### src/rtl/gpbc_pkg.sv
// ----------------------------------------------------------------------------
// gpbc_pkg
// Shared types and codes for the pinned block cache directory.
// ----------------------------------------------------------------------------
package gpbc_pkg;

   localparam int SLOTS  = 64;
   localparam int ID_W   = 31;
   localparam int SLOT_W = 6;
   localparam int OP_W   = 2;

   localparam logic [OP_W-1:0] OP_REQUEST = 2'd0;
   localparam logic [OP_W-1:0] OP_RELEASE = 2'd1;
   localparam logic [OP_W-1:0] OP_ACCESS  = 2'd2;

   localparam logic [1:0] ST_EMPTY   = 2'd0;
   localparam logic [1:0] ST_LOADING = 2'd1;
   localparam logic [1:0] ST_LOADED  = 2'd2;

   typedef enum logic [1:0] {
      CLS_REQ = 2'd0,
      CLS_REL = 2'd1,
      CLS_ACC = 2'd2,
      CLS_BAD = 2'd3
   } cls_type;

   typedef struct packed {
      cls_type             cls;
      logic [ID_W-1:0]     blk_num;
      logic [SLOT_W-1:0]   slot;
   } item_type;

   typedef struct packed {
      logic [SLOT_W-1:0]   slot_out;
      logic                hit;
      logic                evicted;
      logic [ID_W-1:0]     other_blk_num;
      logic                fill_needed;
      logic                fail;
   } rsp_type;

endpackage

### src/rtl/gclock_pinned_block_cache.sv
// Release and access read then update the named slot; op 3 or a bad slot fails.
// Request: scan slots from 0 to a hit; a miss fills the hand slot if any are free,
// fails if all are pinned, else sweeps from the hand through the victim.
// The back end takes one word at a time through the single-port slot memory;
// result stalls hold the back end.
// Reset: synchronous; directory empty at once via per-slot valid bits, hand zero.
// ----------------------------------------------------------------------------
// gclock_pinned_block_cache
// Fully associative slot directory with generalized-clock replacement.
// ----------------------------------------------------------------------------
module gclock_pinned_block_cache
   import gpbc_pkg::*;
#(
   parameter int COUNT_BITS = 8
) (
   input  logic              clock,
   input  logic              reset,
   input  logic              req_push,
   output logic              req_full,
   input  logic [OP_W-1:0]   req_op,
   input  logic [ID_W-1:0]   req_blk_num,
   input  logic [SLOT_W-1:0] req_slot,
   output logic              rsp_empty,
   input  logic              rsp_pop,
   output logic [SLOT_W-1:0] rsp_slot_out,
   output logic              rsp_hit,
   output logic              rsp_evicted,
   output logic [ID_W-1:0]   rsp_other_blk_num,
   output logic              rsp_fill_needed,
   output logic              rsp_fail
);

   logic     q_valid, q_pop;
   item_type q_item;
   logic     res_valid, res_ready;
   rsp_type  res;
   rsp_type  out_ff;
   logic     out_valid_ff, out_valid_in;

   gpbc_front u_front (
      .clock    (clock),
      .reset    (reset),
      .push     (req_push),
      .full     (req_full),
      .op       (req_op),
      .blk_num  (req_blk_num),
      .slot     (req_slot),
      .q_valid  (q_valid),
      .q_item   (q_item),
      .q_pop    (q_pop)
   );

   gpbc_back #(.COUNT_BITS(COUNT_BITS)) u_back (
      .clock     (clock),
      .reset     (reset),
      .q_valid   (q_valid),
      .q_item    (q_item),
      .q_pop     (q_pop),
      .res_valid (res_valid),
      .res       (res),
      .res_ready (res_ready)
   );

   assign res_ready = !out_valid_ff || rsp_pop;

   always_comb begin
      out_valid_in = out_valid_ff;
      if (res_valid && res_ready) begin
         out_valid_in = 1'b1;
      end else if (rsp_pop) begin
         out_valid_in = 1'b0;
      end
   end

   always_ff @(posedge clock) begin
      if (reset) begin
         out_valid_ff <= 1'b0;
      end else begin
         out_valid_ff <= out_valid_in;
      end
   end

   always_ff @(posedge clock) begin
      if (res_valid && res_ready) begin
         out_ff <= res;
      end
   end

   assign rsp_empty         = !out_valid_ff;
   assign rsp_slot_out      = out_ff.slot_out;
   assign rsp_hit           = out_ff.hit;
   assign rsp_evicted       = out_ff.evicted;
   assign rsp_other_blk_num = out_ff.other_blk_num;
   assign rsp_fill_needed   = out_ff.fill_needed;
   assign rsp_fail          = out_ff.fail;

endmodule

### src/rtl/gpbc_front.sv
// ----------------------------------------------------------------------------
// gpbc_front
// Input queue: classifies each word and holds up to two for the back end.
// ----------------------------------------------------------------------------
module gpbc_front
   import gpbc_pkg::*;
(
   input  logic              clock,
   input  logic              reset,
   input  logic              push,
   output logic              full,
   input  logic [OP_W-1:0]   op,
   input  logic [ID_W-1:0]   blk_num,
   input  logic [SLOT_W-1:0] slot,
   output logic              q_valid,
   output item_type          q_item,
   input  logic              q_pop
);

   item_type   buf_ff [2];
   logic       wr_ptr_ff, wr_ptr_in;
   logic       rd_ptr_ff, rd_ptr_in;
   logic [1:0] count_ff, count_in;
   item_type   item_new;
   logic       do_push, do_pop;

   always_comb begin
      item_new.blk_num = blk_num;
      item_new.slot    = slot;
      if (op == OP_REQUEST) begin
         item_new.cls = CLS_REQ;
      end else if (32'(slot) >= 32'(SLOTS)) begin
         item_new.cls = CLS_BAD;
      end else if (op == OP_RELEASE) begin
         item_new.cls = CLS_REL;
      end else if (op == OP_ACCESS) begin
         item_new.cls = CLS_ACC;
      end else begin
         item_new.cls = CLS_BAD;
      end
   end

   assign full    = (count_ff == 2'd2);
   assign q_valid = (count_ff != 2'd0);
   assign q_item  = buf_ff[rd_ptr_ff];
   assign do_push = push && !full;
   assign do_pop  = q_pop && q_valid;

   always_comb begin
      wr_ptr_in = do_push ? !wr_ptr_ff : wr_ptr_ff;
      rd_ptr_in = do_pop ? !rd_ptr_ff : rd_ptr_ff;
      count_in  = count_ff + 2'(do_push) - 2'(do_pop);
   end

   always_ff @(posedge clock) begin
      if (reset) begin
         wr_ptr_ff <= 1'b0;
         rd_ptr_ff <= 1'b0;
         count_ff  <= 2'd0;
      end else begin
         wr_ptr_ff <= wr_ptr_in;
         rd_ptr_ff <= rd_ptr_in;
         count_ff  <= count_in;
      end
   end

   always_ff @(posedge clock) begin
      if (do_push) begin
         buf_ff[wr_ptr_ff] <= item_new;
      end
   end

endmodule

### src/rtl/gpbc_back.sv
// ----------------------------------------------------------------------------
// gpbc_back
// Directory engine: slot memory, lookup scan, clock sweep, release, access.
// ----------------------------------------------------------------------------
module gpbc_back
   import gpbc_pkg::*;
#(
   parameter int COUNT_BITS = 8
) (
   input  logic     clock,
   input  logic     reset,
   input  logic     q_valid,
   input  item_type q_item,
   output logic     q_pop,
   output logic     res_valid,
   output rsp_type  res,
   input  logic     res_ready
);

   localparam int IW = $clog2(SLOTS);
   localparam int CW = $clog2(SLOTS + 1);

   typedef struct packed {
      logic [ID_W-1:0]       block;
      logic [COUNT_BITS-1:0] pin;
      logic [COUNT_BITS-1:0] refc;
      logic [1:0]            status;
   } entry_type;

   typedef enum logic [7:0] {
      S_IDLE     = 8'b0000_0001,
      S_LOOK_RD  = 8'b0000_0010,
      S_LOOK_EV  = 8'b0000_0100,
      S_SWEEP_RD = 8'b0000_1000,
      S_SWEEP_EV = 8'b0001_0000,
      S_SLOT_RD  = 8'b0010_0000,
      S_SLOT_EV  = 8'b0100_0000,
      S_FAIL     = 8'b1000_0000
   } state_type;

   localparam logic [COUNT_BITS-1:0] CNT_ONE = COUNT_BITS'(1);
   localparam logic [IW-1:0]         LAST    = IW'(SLOTS - 1);

   entry_type          mem [SLOTS];
   logic [SLOTS-1:0]   valid_ff;
   entry_type          rdata_ff;
   logic               rvalid_ff;
   state_type          state_ff, state_in;
   item_type           item_ff, item_in;
   logic [IW-1:0]      cnt_ff, cnt_in;
   logic [IW-1:0]      hand_ff, hand_in;
   logic [CW-1:0]      free_ff, free_in;
   logic [CW-1:0]      pinned_ff, pinned_in;
   logic               rd_en, wr_en;
   logic [IW-1:0]      rd_addr, wr_addr;
   entry_type          wr_data, ent, fresh;
   logic [IW-1:0]      cnt_next, slot_idx;
   logic [COUNT_BITS-1:0] nref;

   assign cnt_next = (cnt_ff == LAST) ? '0 : cnt_ff + IW'(1);
   assign slot_idx = IW'(item_ff.slot);

   always_comb begin
      ent = rdata_ff;
      if (!rvalid_ff) begin
         ent.pin    = '0;
         ent.refc   = '0;
         ent.status = ST_EMPTY;
      end
      fresh.block  = item_ff.blk_num;
      fresh.pin    = CNT_ONE;
      fresh.refc   = CNT_ONE;
      fresh.status = ST_LOADING;
      nref = (ent.refc != '0) ? ent.refc - CNT_ONE : ent.refc;
   end

   always_comb begin
      state_in  = state_ff;
      item_in   = item_ff;
      cnt_in    = cnt_ff;
      hand_in   = hand_ff;
      free_in   = free_ff;
      pinned_in = pinned_ff;
      q_pop     = 1'b0;
      rd_en     = 1'b0;
      rd_addr   = cnt_ff;
      wr_en     = 1'b0;
      wr_addr   = cnt_ff;
      wr_data   = ent;
      res_valid = 1'b0;
      res       = '0;
      unique case (state_ff)
         S_IDLE: begin
            if (q_valid) begin
               q_pop   = 1'b1;
               item_in = q_item;
               cnt_in  = '0;
               case (q_item.cls)
                  CLS_REQ:          state_in = S_LOOK_RD;
                  CLS_REL, CLS_ACC: state_in = S_SLOT_RD;
                  default:          state_in = S_FAIL;
               endcase
            end
         end
         S_LOOK_RD: begin
            rd_en    = 1'b1;
            state_in = S_LOOK_EV;
         end
         S_LOOK_EV: begin
            if (ent.status != ST_EMPTY && ent.block == item_ff.blk_num) begin
               res_valid    = 1'b1;
               res.slot_out = SLOT_W'(cnt_ff);
               res.hit      = 1'b1;
               if (res_ready) begin
                  wr_en        = 1'b1;
                  wr_data.pin  = (ent.pin == '1) ? ent.pin : ent.pin + CNT_ONE;
                  wr_data.refc = (ent.refc == '1) ? ent.refc : ent.refc + CNT_ONE;
                  if (ent.pin == '0) begin
                     pinned_in = pinned_ff + CW'(1);
                  end
                  state_in = S_IDLE;
               end
            end else if (cnt_ff != LAST) begin
               cnt_in   = cnt_next;
               state_in = S_LOOK_RD;
            end else if (free_ff != '0) begin
               res_valid    = 1'b1;
               res.slot_out = SLOT_W'(hand_ff);
               if (res_ready) begin
                  wr_en     = 1'b1;
                  wr_addr   = hand_ff;
                  wr_data   = fresh;
                  free_in   = free_ff - CW'(1);
                  pinned_in = pinned_ff + CW'(1);
                  hand_in   = (hand_ff == LAST) ? '0 : hand_ff + IW'(1);
                  state_in  = S_IDLE;
               end
            end else if (pinned_ff == CW'(SLOTS)) begin
               state_in = S_FAIL;
            end else begin
               cnt_in   = hand_ff;
               state_in = S_SWEEP_RD;
            end
         end
         S_SWEEP_RD: begin
            rd_en    = 1'b1;
            state_in = S_SWEEP_EV;
         end
         S_SWEEP_EV: begin
            if (ent.pin != '0) begin
               cnt_in   = cnt_next;
               state_in = S_SWEEP_RD;
            end else if (nref != '0) begin
               wr_en        = 1'b1;
               wr_data.refc = nref;
               cnt_in       = cnt_next;
               state_in     = S_SWEEP_RD;
            end else begin
               res_valid    = 1'b1;
               res.slot_out = SLOT_W'(cnt_ff);
               if (ent.status != ST_EMPTY) begin
                  res.evicted       = 1'b1;
                  res.other_blk_num = ent.block;
               end
               if (res_ready) begin
                  wr_en     = 1'b1;
                  wr_data   = fresh;
                  pinned_in = pinned_ff + CW'(1);
                  if (ent.status == ST_EMPTY && free_ff != '0) begin
                     free_in = free_ff - CW'(1);
                  end
                  hand_in  = cnt_next;
                  state_in = S_IDLE;
               end
            end
         end
         S_SLOT_RD: begin
            rd_en    = 1'b1;
            rd_addr  = slot_idx;
            state_in = S_SLOT_EV;
         end
         S_SLOT_EV: begin
            res_valid    = 1'b1;
            res.slot_out = item_ff.slot;
            wr_addr      = slot_idx;
            if (item_ff.cls == CLS_REL) begin
               if (ent.pin == '0) begin
                  res.fail = 1'b1;
               end else if (res_ready) begin
                  wr_en       = 1'b1;
                  wr_data.pin = ent.pin - CNT_ONE;
                  if (ent.pin == CNT_ONE) begin
                     pinned_in = pinned_ff - CW'(1);
                  end
               end
            end else begin
               if (ent.status == ST_EMPTY || ent.block != item_ff.blk_num) begin
                  res.fail = 1'b1;
               end else begin
                  res.other_blk_num = item_ff.blk_num;
                  if (ent.status == ST_LOADING) begin
                     res.fill_needed = 1'b1;
                     if (res_ready) begin
                        wr_en          = 1'b1;
                        wr_data.status = ST_LOADED;
                     end
                  end
               end
            end
            if (res_ready) begin
               state_in = S_IDLE;
            end
         end
         S_FAIL: begin
            res_valid = 1'b1;
            res.fail  = 1'b1;
            if (item_ff.cls != CLS_REQ) begin
               res.slot_out = item_ff.slot;
            end
            if (res_ready) begin
               state_in = S_IDLE;
            end
         end
         default: state_in = S_IDLE;
      endcase
   end

   always_ff @(posedge clock) begin
      if (reset) begin
         state_ff  <= S_IDLE;
         hand_ff   <= '0;
         free_ff   <= CW'(SLOTS);
         pinned_ff <= '0;
         valid_ff  <= '0;
      end else begin
         state_ff  <= state_in;
         hand_ff   <= hand_in;
         free_ff   <= free_in;
         pinned_ff <= pinned_in;
         if (wr_en) begin
            valid_ff[wr_addr] <= 1'b1;
         end
      end
   end

   always_ff @(posedge clock) begin
      item_ff <= item_in;
      cnt_ff  <= cnt_in;
   end

   always_ff @(posedge clock) begin
      if (wr_en) begin
         mem[wr_addr] <= wr_data;
      end
      if (rd_en) begin
         rdata_ff  <= mem[rd_addr];
         rvalid_ff <= valid_ff[rd_addr];
      end
   end

`ifndef SYNTHESIS
   a_free_range: assert property (@(posedge clock) disable iff (reset)
      free_ff <= CW'(SLOTS)) else $error("free count out of range");
   a_pinned_range: assert property (@(posedge clock) disable iff (reset)
      pinned_ff <= CW'(SLOTS)) else $error("pinned count out of range");
   a_wr_state: assert property (@(posedge clock) disable iff (reset)
      wr_en |-> (state_ff == S_LOOK_EV || state_ff == S_SWEEP_EV ||
                 state_ff == S_SLOT_EV)) else $error("write outside eval");
   a_res_excl: assert property (@(posedge clock) disable iff (reset)
      res_valid |-> !(res.hit && (res.evicted || res.fail)))
      else $error("conflicting result flags");
   a_pop_idle: assert property (@(posedge clock) disable iff (reset)
      q_pop |=> state_ff != S_IDLE) else $error("popped word not taken");
`endif

endmodule
### config.mk
export PLATFORM = sky130hd
export DESIGN_NAME = gclock_pinned_block_cache
export DESIGN_NICKNAME = d
export VERILOG_FILES = /design/src/rtl/gpbc_pkg.sv /design/src/rtl/gclock_pinned_block_cache.sv /design/src/rtl/gpbc_front.sv /design/src/rtl/gpbc_back.sv
export SDC_FILE = /design/constraint.sdc
export NUM_CORES = 2
export LEC_CHECK = 0
export ABC_CLOCK_PERIOD_IN_PS = 18250
export BUFFER_PORTS_ARGS = -buffer_cell sky130_fd_sc_hd__clkbuf_2
export CAP_MARGIN = 15
export CORE_MARGIN = 2
export CORE_UTILIZATION = 48
export CTS_CLUSTER_DIAMETER = 40
export DETAILED_ROUTE_END_ITERATION = 7
export SLEW_MARGIN = 30
export SYNTH_ARGS = -nofsm -noshare
export SYNTH_HDL_FRONTEND = slang
export SYNTH_SLANG_ARGS = --single-unit
### constraint.sdc
create_clock -name clock -period 18.25 [get_ports clock]
set_input_delay 1.825 -clock clock [delete_from_list [all_inputs] [get_ports clock]]
set_output_delay 1.825 -clock clock [all_outputs]
set_load 0.1 [all_outputs]
# Word-level counts from Yosys, hierarchy flattened
# Memory sizes are Yosys's and may differ from the RTL's. A register that Yosys moved wholly into a read port is not among the register bits.
# Index checks and enable logic that the tools add are counted.
[totals]
memories = 2
word_cells = 256
register_bits = 184
in_bits = 43
out_inout_bits = 43
ram_bits = 3214
[op_classes]
mux = 136
n_reduce_logical = 37
n_lt_le_gt_ge = 3
n_bitwise = 3
n_eq_ne = 44
n_addsub = 11
[memory_table]
columns = ["memory", "words", "word_bits", "read_ports", "rd_ports_with_merged_regs", "write_ports", "line", "rtl"]
rows = [
  ["u_back.mem", 64, 49, 1, 1, 1, "gpbc_back.sv:44", "entry_type mem [SLOTS];"],
  ["u_front.buf_ff", 2, 39, 1, 1, 1, "gpbc_front.sv:20", "item_type buf_ff [2];"],
]
[ops]
columns = ["cell", "n"]
rows = [
  ["$mux 49", 4],
  ["$mux 6", 27],
  ["$mux 7", 20],
  ["$pmux 31 s2", 2],
  ["$mux 8", 15],
  ["$mux 32", 3],
  ["$mux 31", 3],
  ["$or 64x64->64", 1],
  ["$pmux 8 s7", 1],
  ["$mux 39", 1],
  ["$mux 1", 34],
  ["$mux 16", 2],
  ["$pmux 8 s2", 2],
  ["$eq 31x31->1", 1],
  ["$ne 31x31->1", 1],
  ["$eq 8x8->1 const B", 3],
  ["$pmux 6 s2", 2],
  ["$pmux 6 s4", 1],
  ["$pmux 8 s3", 1],
  ["$reduce_bool 8->1", 3],
  ["$pmux 7 s3", 1],
  ["$mux 18", 1],
  ["$ne 2x2->1 const B", 9],
  ["$pmux 6 s3", 1],
  ["48 further kinds", 95],
]

# Logic depth before layout (Yosys ltp)
[logic_depth]
depth_word = 12
depth_mapped = 16
ltp_nobuf = 11

# Hierarchy
# A second synthesis with hierarchy kept.
[hier_totals]
cells_unflattened = 9231
area_unflattened_um2 = 135960.4
[by_module_without_submodules]
columns = ["mod", "n_inst", "area_each_um2", "seq_area_each_um2", "cells_per_inst"]
rows = [
  ["gpbc_back", 1, 131616.2, 98864.8, 9034],
  ["gpbc_front", 1, 3054.2, 2442.3, 150],
  ["gclock_pinned_block_cache", 1, 1290.0, 1251.2, 47],
]

# Least setup slack after synthesis
# No wires, ideal clock.
[synth_timing]
path_kind = "input -> register"
from = "input port rsp_pop"
to = "memory u_back.mem[44][0] (netlist bit), enable pin"
stages = 7
required_time_ns = 17.734
n_path_buf = 1
slack_ns = 11.135
arrival_time_ns = 6.599
setup_time_ns = 0.516
cell_sequence = "nand2b_1 -> nand2_1 -> o31a_1 -> a221oi_1 -> buf_2 -> nand2_1 -> nor3_1"
[synth_between]
elab_chain_cells = 8
word_cells_on_any_way = 19
classes_between = "mux (18); reduce/logical (1)"
[synth_rtl]
columns = ["item", "line", "rtl"]
rows = [
  ["start, declared", "gclock_pinned_block_cache.sv:24", "input logic rsp_pop,"],
  ["$logic_or 1x1->1 *", "gclock_pinned_block_cache.sv:64", "assign res_ready = !out_valid_ff || rsp_pop;"],
  ["$mux 1", "n/a", ""],
  ["$mux 1, on equally long branches", "gpbc_back.sv:201, gpbc_back.sv:126", ""],
  ["$mux 1, on equally long branches", "gpbc_back.sv:197, gpbc_back.sv:123", ""],
  ["$mux 1, on equally long branches", "gpbc_back.sv:186, gpbc_back.sv:110", ""],
  ["$pmux 1 s3", "gpbc_back.sv:92", "unique case (state_ff)"],
  ["$mux 1", "gpbc_back.sv:252", "if (wr_en) begin"],
  ["$mux 1 (not written as such)", "gpbc_back.sv:253", "mem[wr_addr] <= wr_data;"],
  ["end, declared", "gpbc_back.sv:44", ""],
]
# Mark *: on every way between the ends. The rest lies on a longest branch, timed or not.

# Worst setup path after layout
[layout_timing]
from = "register u_back.state_ff[7]"
to = "register, netlist name u_back.rdata_ff[11]"
[layout_between]
elab_chain_cells = 3
word_cells_on_any_way = 6
classes_between = "eq/ne (3); mux (2); reduce/logical (1)"
[layout_rtl]
columns = ["item", "line", "rtl"]
rows = [
  ["start, declared", "gpbc_back.sv:48", "state_type state_ff, state_in;"],
  ["start signal, assigned", "gpbc_back.sv:236", "state_ff <= state_in;"],
  ["$eq 8x2->1, or another cell as far along", "gpbc_back.sv:92", ""],
  ["$reduce_or 3->1 (no line)", "n/a", ""],
  ["$mux 1", "gpbc_back.sv:92", ""],
]
# Several ways; a longest one is shown, not always the timed one.
# A chain may end at the register's enable or synchronous reset.

==> flow_summary.ini <==
[worst_setup_path]
crit_chain = nor4_4, nand3_4, nand2_8, buf_4, buf_4, buf_4, nand2_1, nand3_1, nand4_1, and4_1, nand4_1
ff2ff_path_depth = 11
rrSetupSlack_ns = 11.03
cp-end-kind = flop
critical_path_buf_inv_count = 3
crit_required_ns = 18.99
setup.worst_path.start = u_back.state_ff[7]
cpMaxStageDelayCell = buf_4
r2r_start = u_back.state_ff[7]
startpoint_type = flop
r2r_end = u_back.rdata_ff[11]
crit_arrival_ns = 7.96
worstSetupPathType = flop to flop
critPathTopFamily = simple AND/OR/NAND/NOR gates
crit_path_max_incr_delay_ns = 0.88
crit_path_frequent_cell = buf_4
cp_max_fo = 85

[cts]
cts_root_buffer = clkbuf_16
clkSinkCount = 3448
clk_latency_ns = 0.96
post_cts_buffers = 0
cts_buffer_depth = 4
clk_pin_slew_worst_paths_ns = 0.06
cts_resized = 0
cts_tree = yes
htree_levels = 5
cts_buffers = 460
cts_hold_buf = 0

[routing]
num_vias = 91600
routedWlPerCell_um = 33.0
drt_wl_total_um = 467000
first_pass_iters = 6
drc = 0
drt_iter0_markers = 14500
ant_nets = 0
viasPerCell = 6.46

[cells_and_area]
area_growth_syn_to_layout_pct = 15.8
multiInputGateArea_um2 = 32200
n_fill_cell = 22400
final_nets = 10000
post-route-cell-area_um2 = 159000
final_util = 0.557
seq_area_um2 = 103000
drive_above_1_share = 0.130
stdcell_count = 14200

[placed_design]
dp.cells = 13300
dp_hpwl_um = 260000
placed_area_um2 = 143000
io_buffer_count = 85
gp_congestion = 0.918

[floorplanning]
placementRows = 196
die_h_um = 538
ioPinCount = 86
die_w_um = 538
initial_utilization = 0.481
core_area_um2 = 285000
die_area_um2 = 290000

[synth]
synth_ff_type = edfxtp_1
netlist_area_um2 = 137000
synth_fp_nets = 9914
async_flop_share = 0
synth-edff-count = 3350
yosysUniqueCellTypes = 84
syn_inst = 9856
syn_area_per_cell_um2 = 13.9
ys.warnings.count = 0
ys_seq_area_frac = 0.748
ys_ff_latch = 3448

[global_routing]
grt_max_degree = 137
grt_antenna_before_repair = 46
grt_overflow_total = 0
grt_pass1_wl_um = 653000
grt_pass1_vias = 85300
track_usage = 0.315

[hold_path]
whs_endpoint = u_back.free_ff[0]
min_from = u_back.free_ff[0]
hold_class = flop to flop
whs_path_depth = 2

[timing]
finalCriticalPeriod_ns = 7.22
rsz0062_at_grt = false
tightest_slew_ns = 1.10
min_period_over_period = 0.396
fin_tns_setup_ns = 0
setup_violations = 0
max_slew_margin = 0.262
slew_violations = 0
skew_ns = 0.0620
fmax_mhz = 139
hold_viol_final = 0

[pwr]
ir_worst_vdd_mv = 0.153
totalPowerFinal_uw = 26000
power_leakage_uw = 0.0530
powerDensity_nw_per_um2 = 164

[run_status]
outcome = finished, final reports clean

[flow_run]
cap_violations = 0
==> cell type report <==
type                            instances  area share
Multi-Input combinational cell       5654       0.203
Tap cell                             3762      0.0297
Antenna cell                           26    0.000410
Timing Repair Buffer                  342      0.0185
Inverter                               85     0.00201
Clock inverter                        339      0.0253
Clock buffer                          512      0.0751
Sequential cell                      3448       0.646
==> logic make-up after synthesis <==
family | share of synthesized area
AND/OR/NAND/NOR | 0.120
flip-flops | 0.748
AO/OA/AOI/OAI | 0.0769
buffers and inverters | 0.0246
multiplexers | 0.0260
XOR/XNOR | 0.00275
adder cells (fa/ha/maj) | 0.00137
==> metal layers <==
layer	vias to the layer above	track usage	share of wire
met1	46400	0.446	0.39
li1	37800	-	-
met4	12	0.105	0.034
met2	6409	0.469	0.44
met3	911	0.0895	0.14
met5	-	0	0.00017
==> power breakdown <==
part	leakage (µW)	total (µW)	internal [µW]	switching, µW
clock	0.00765	9260	5690	3560
combinational	0.0142	7600	1840	5760
sequential	0.0311	9150	9000	144
total	0.0530	26000	16500	9460
==> sequential cells by signal, summed over array words and instances (netlist names), 8 cells and up, named ones only <==
signal and flops:
u_back.ent 31, u_back.mem 3136, rsp_other_blk_num 31, u_back.state_ff 8, u_back.valid_ff 64, u_front.buf_ff 78, u_back.rdata_ff 18, u_back.fresh 31
==> layout by cell type, fill, tap and decap left out, drive strengths merged, types with 12 or more instances in the layout <==
cell type,netlist,layout
nor4,37,37
clkinv,0,163
diode,0,26
and2,15,15
o32ai,62,62
o22a,14,14
and4,20,20
o31ai,12,12
a211oi,159,159
nand2,2364,2364
a22o,85,85
dfxtp,98,98
ha,15,15
or3,24,24
o22ai,46,46
a31oi,270,270
o2111ai,61,61
o211ai,68,68
clkinvlp,0,57
nand4,174,174
inv,85,137
buf,377,258
nor3,40,40
edfxtp,3350,3350
o21ai,126,126
nand3,631,631
or4,14,14
a32oi,174,174
nor2,163,163
clkbuf,292,596
a21oi,302,302
mux2i,266,266
a211o,32,32
xor2,39,39
nand3b,18,18
bufinv,0,67
mux2,80,80
a21o,13,13
and3,202,202
==> stage by stage <==
stage | setup WS (ns) | hold WS, ns
floorplan | 11.14 | 0.432
global route | 11.00 | 0.468
CTS | 11.53 | 0.453
detailed placement | 11.57 | 0.446
global placement | 11.61 | 0.441
finish | 11.03 | 0.449
==> worst max-delay path by stage <==
stage	end	slack [ns]	depth (start not counted)
finish	u_back.rdata_ff[11]	11.03	11
global route	u_back.rdata_ff[11]	11.00	11
CTS	u_back.ent[25]	11.53	14
detailed placement	u_back.ent[25]	11.57	14
global placement	u_back.ent[25]	11.61	14
floorplan	u_back.mem[44][0]	11.14	7
==> cells in the mapped netlist, types with 11 or more instances <==
cell | count | area [µm²]
and3_1 | 202 | 1260
a22o_1 | 85 | 744
and4_1 | 20 | 175
edfxtp_1 | 3350 | 101000
o21ai_1 | 11 | 55.1
buf_4 | 16 | 120
a211o_1 | 32 | 280
o32ai_1 | 62 | 543
a211oi_1 | 156 | 1170
mux2_2 | 80 | 901
a22oi_1 | 11 | 82.6
nand3b_1 | 18 | 135
ha_1 | 15 | 188
buf_1 | 45 | 169
a21o_1 | 13 | 97.6
buf_6 | 14 | 158
o22ai_1 | 46 | 288
nand2_1 | 2363 | 8870
or4_1 | 14 | 105
mux2i_1 | 266 | 2660
o31ai_1 | 12 | 90.1
o22a_1 | 14 | 123
o211ai_1 | 67 | 503
buf_2 | 302 | 1510
dfxtp_1 | 98 | 1960
nor3_1 | 39 | 195
nand3_1 | 626 | 3130
and2_1 | 15 | 93.8
nor2_1 | 162 | 608
o21ai_0 | 113 | 566
o2111ai_1 | 61 | 534
clkbuf_1 | 291 | 1090
a31oi_1 | 270 | 1690
a32oi_1 | 174 | 1520
nand4_1 | 174 | 1090
nor4_1 | 35 | 219
xor2_1 | 39 | 342
inv_1 | 85 | 319
a21oi_1 | 302 | 1510
or3_1 | 24 | 150
==> worst register-to-register path, cell delays in order, from the launching register on <==
cell and delay [ns]:
dfxtp_1 0.41, nor4_4 0.80, nand3_4 0.53, nand2_8 0.69
buf_4 0.87, buf_4 0.89, buf_4 0.89, nand2_1 0.19
nand3_1 0.11, nand4_1 0.67, and4_1 0.67, nand4_1 0.26
Power figures use the tool's default switching activity.
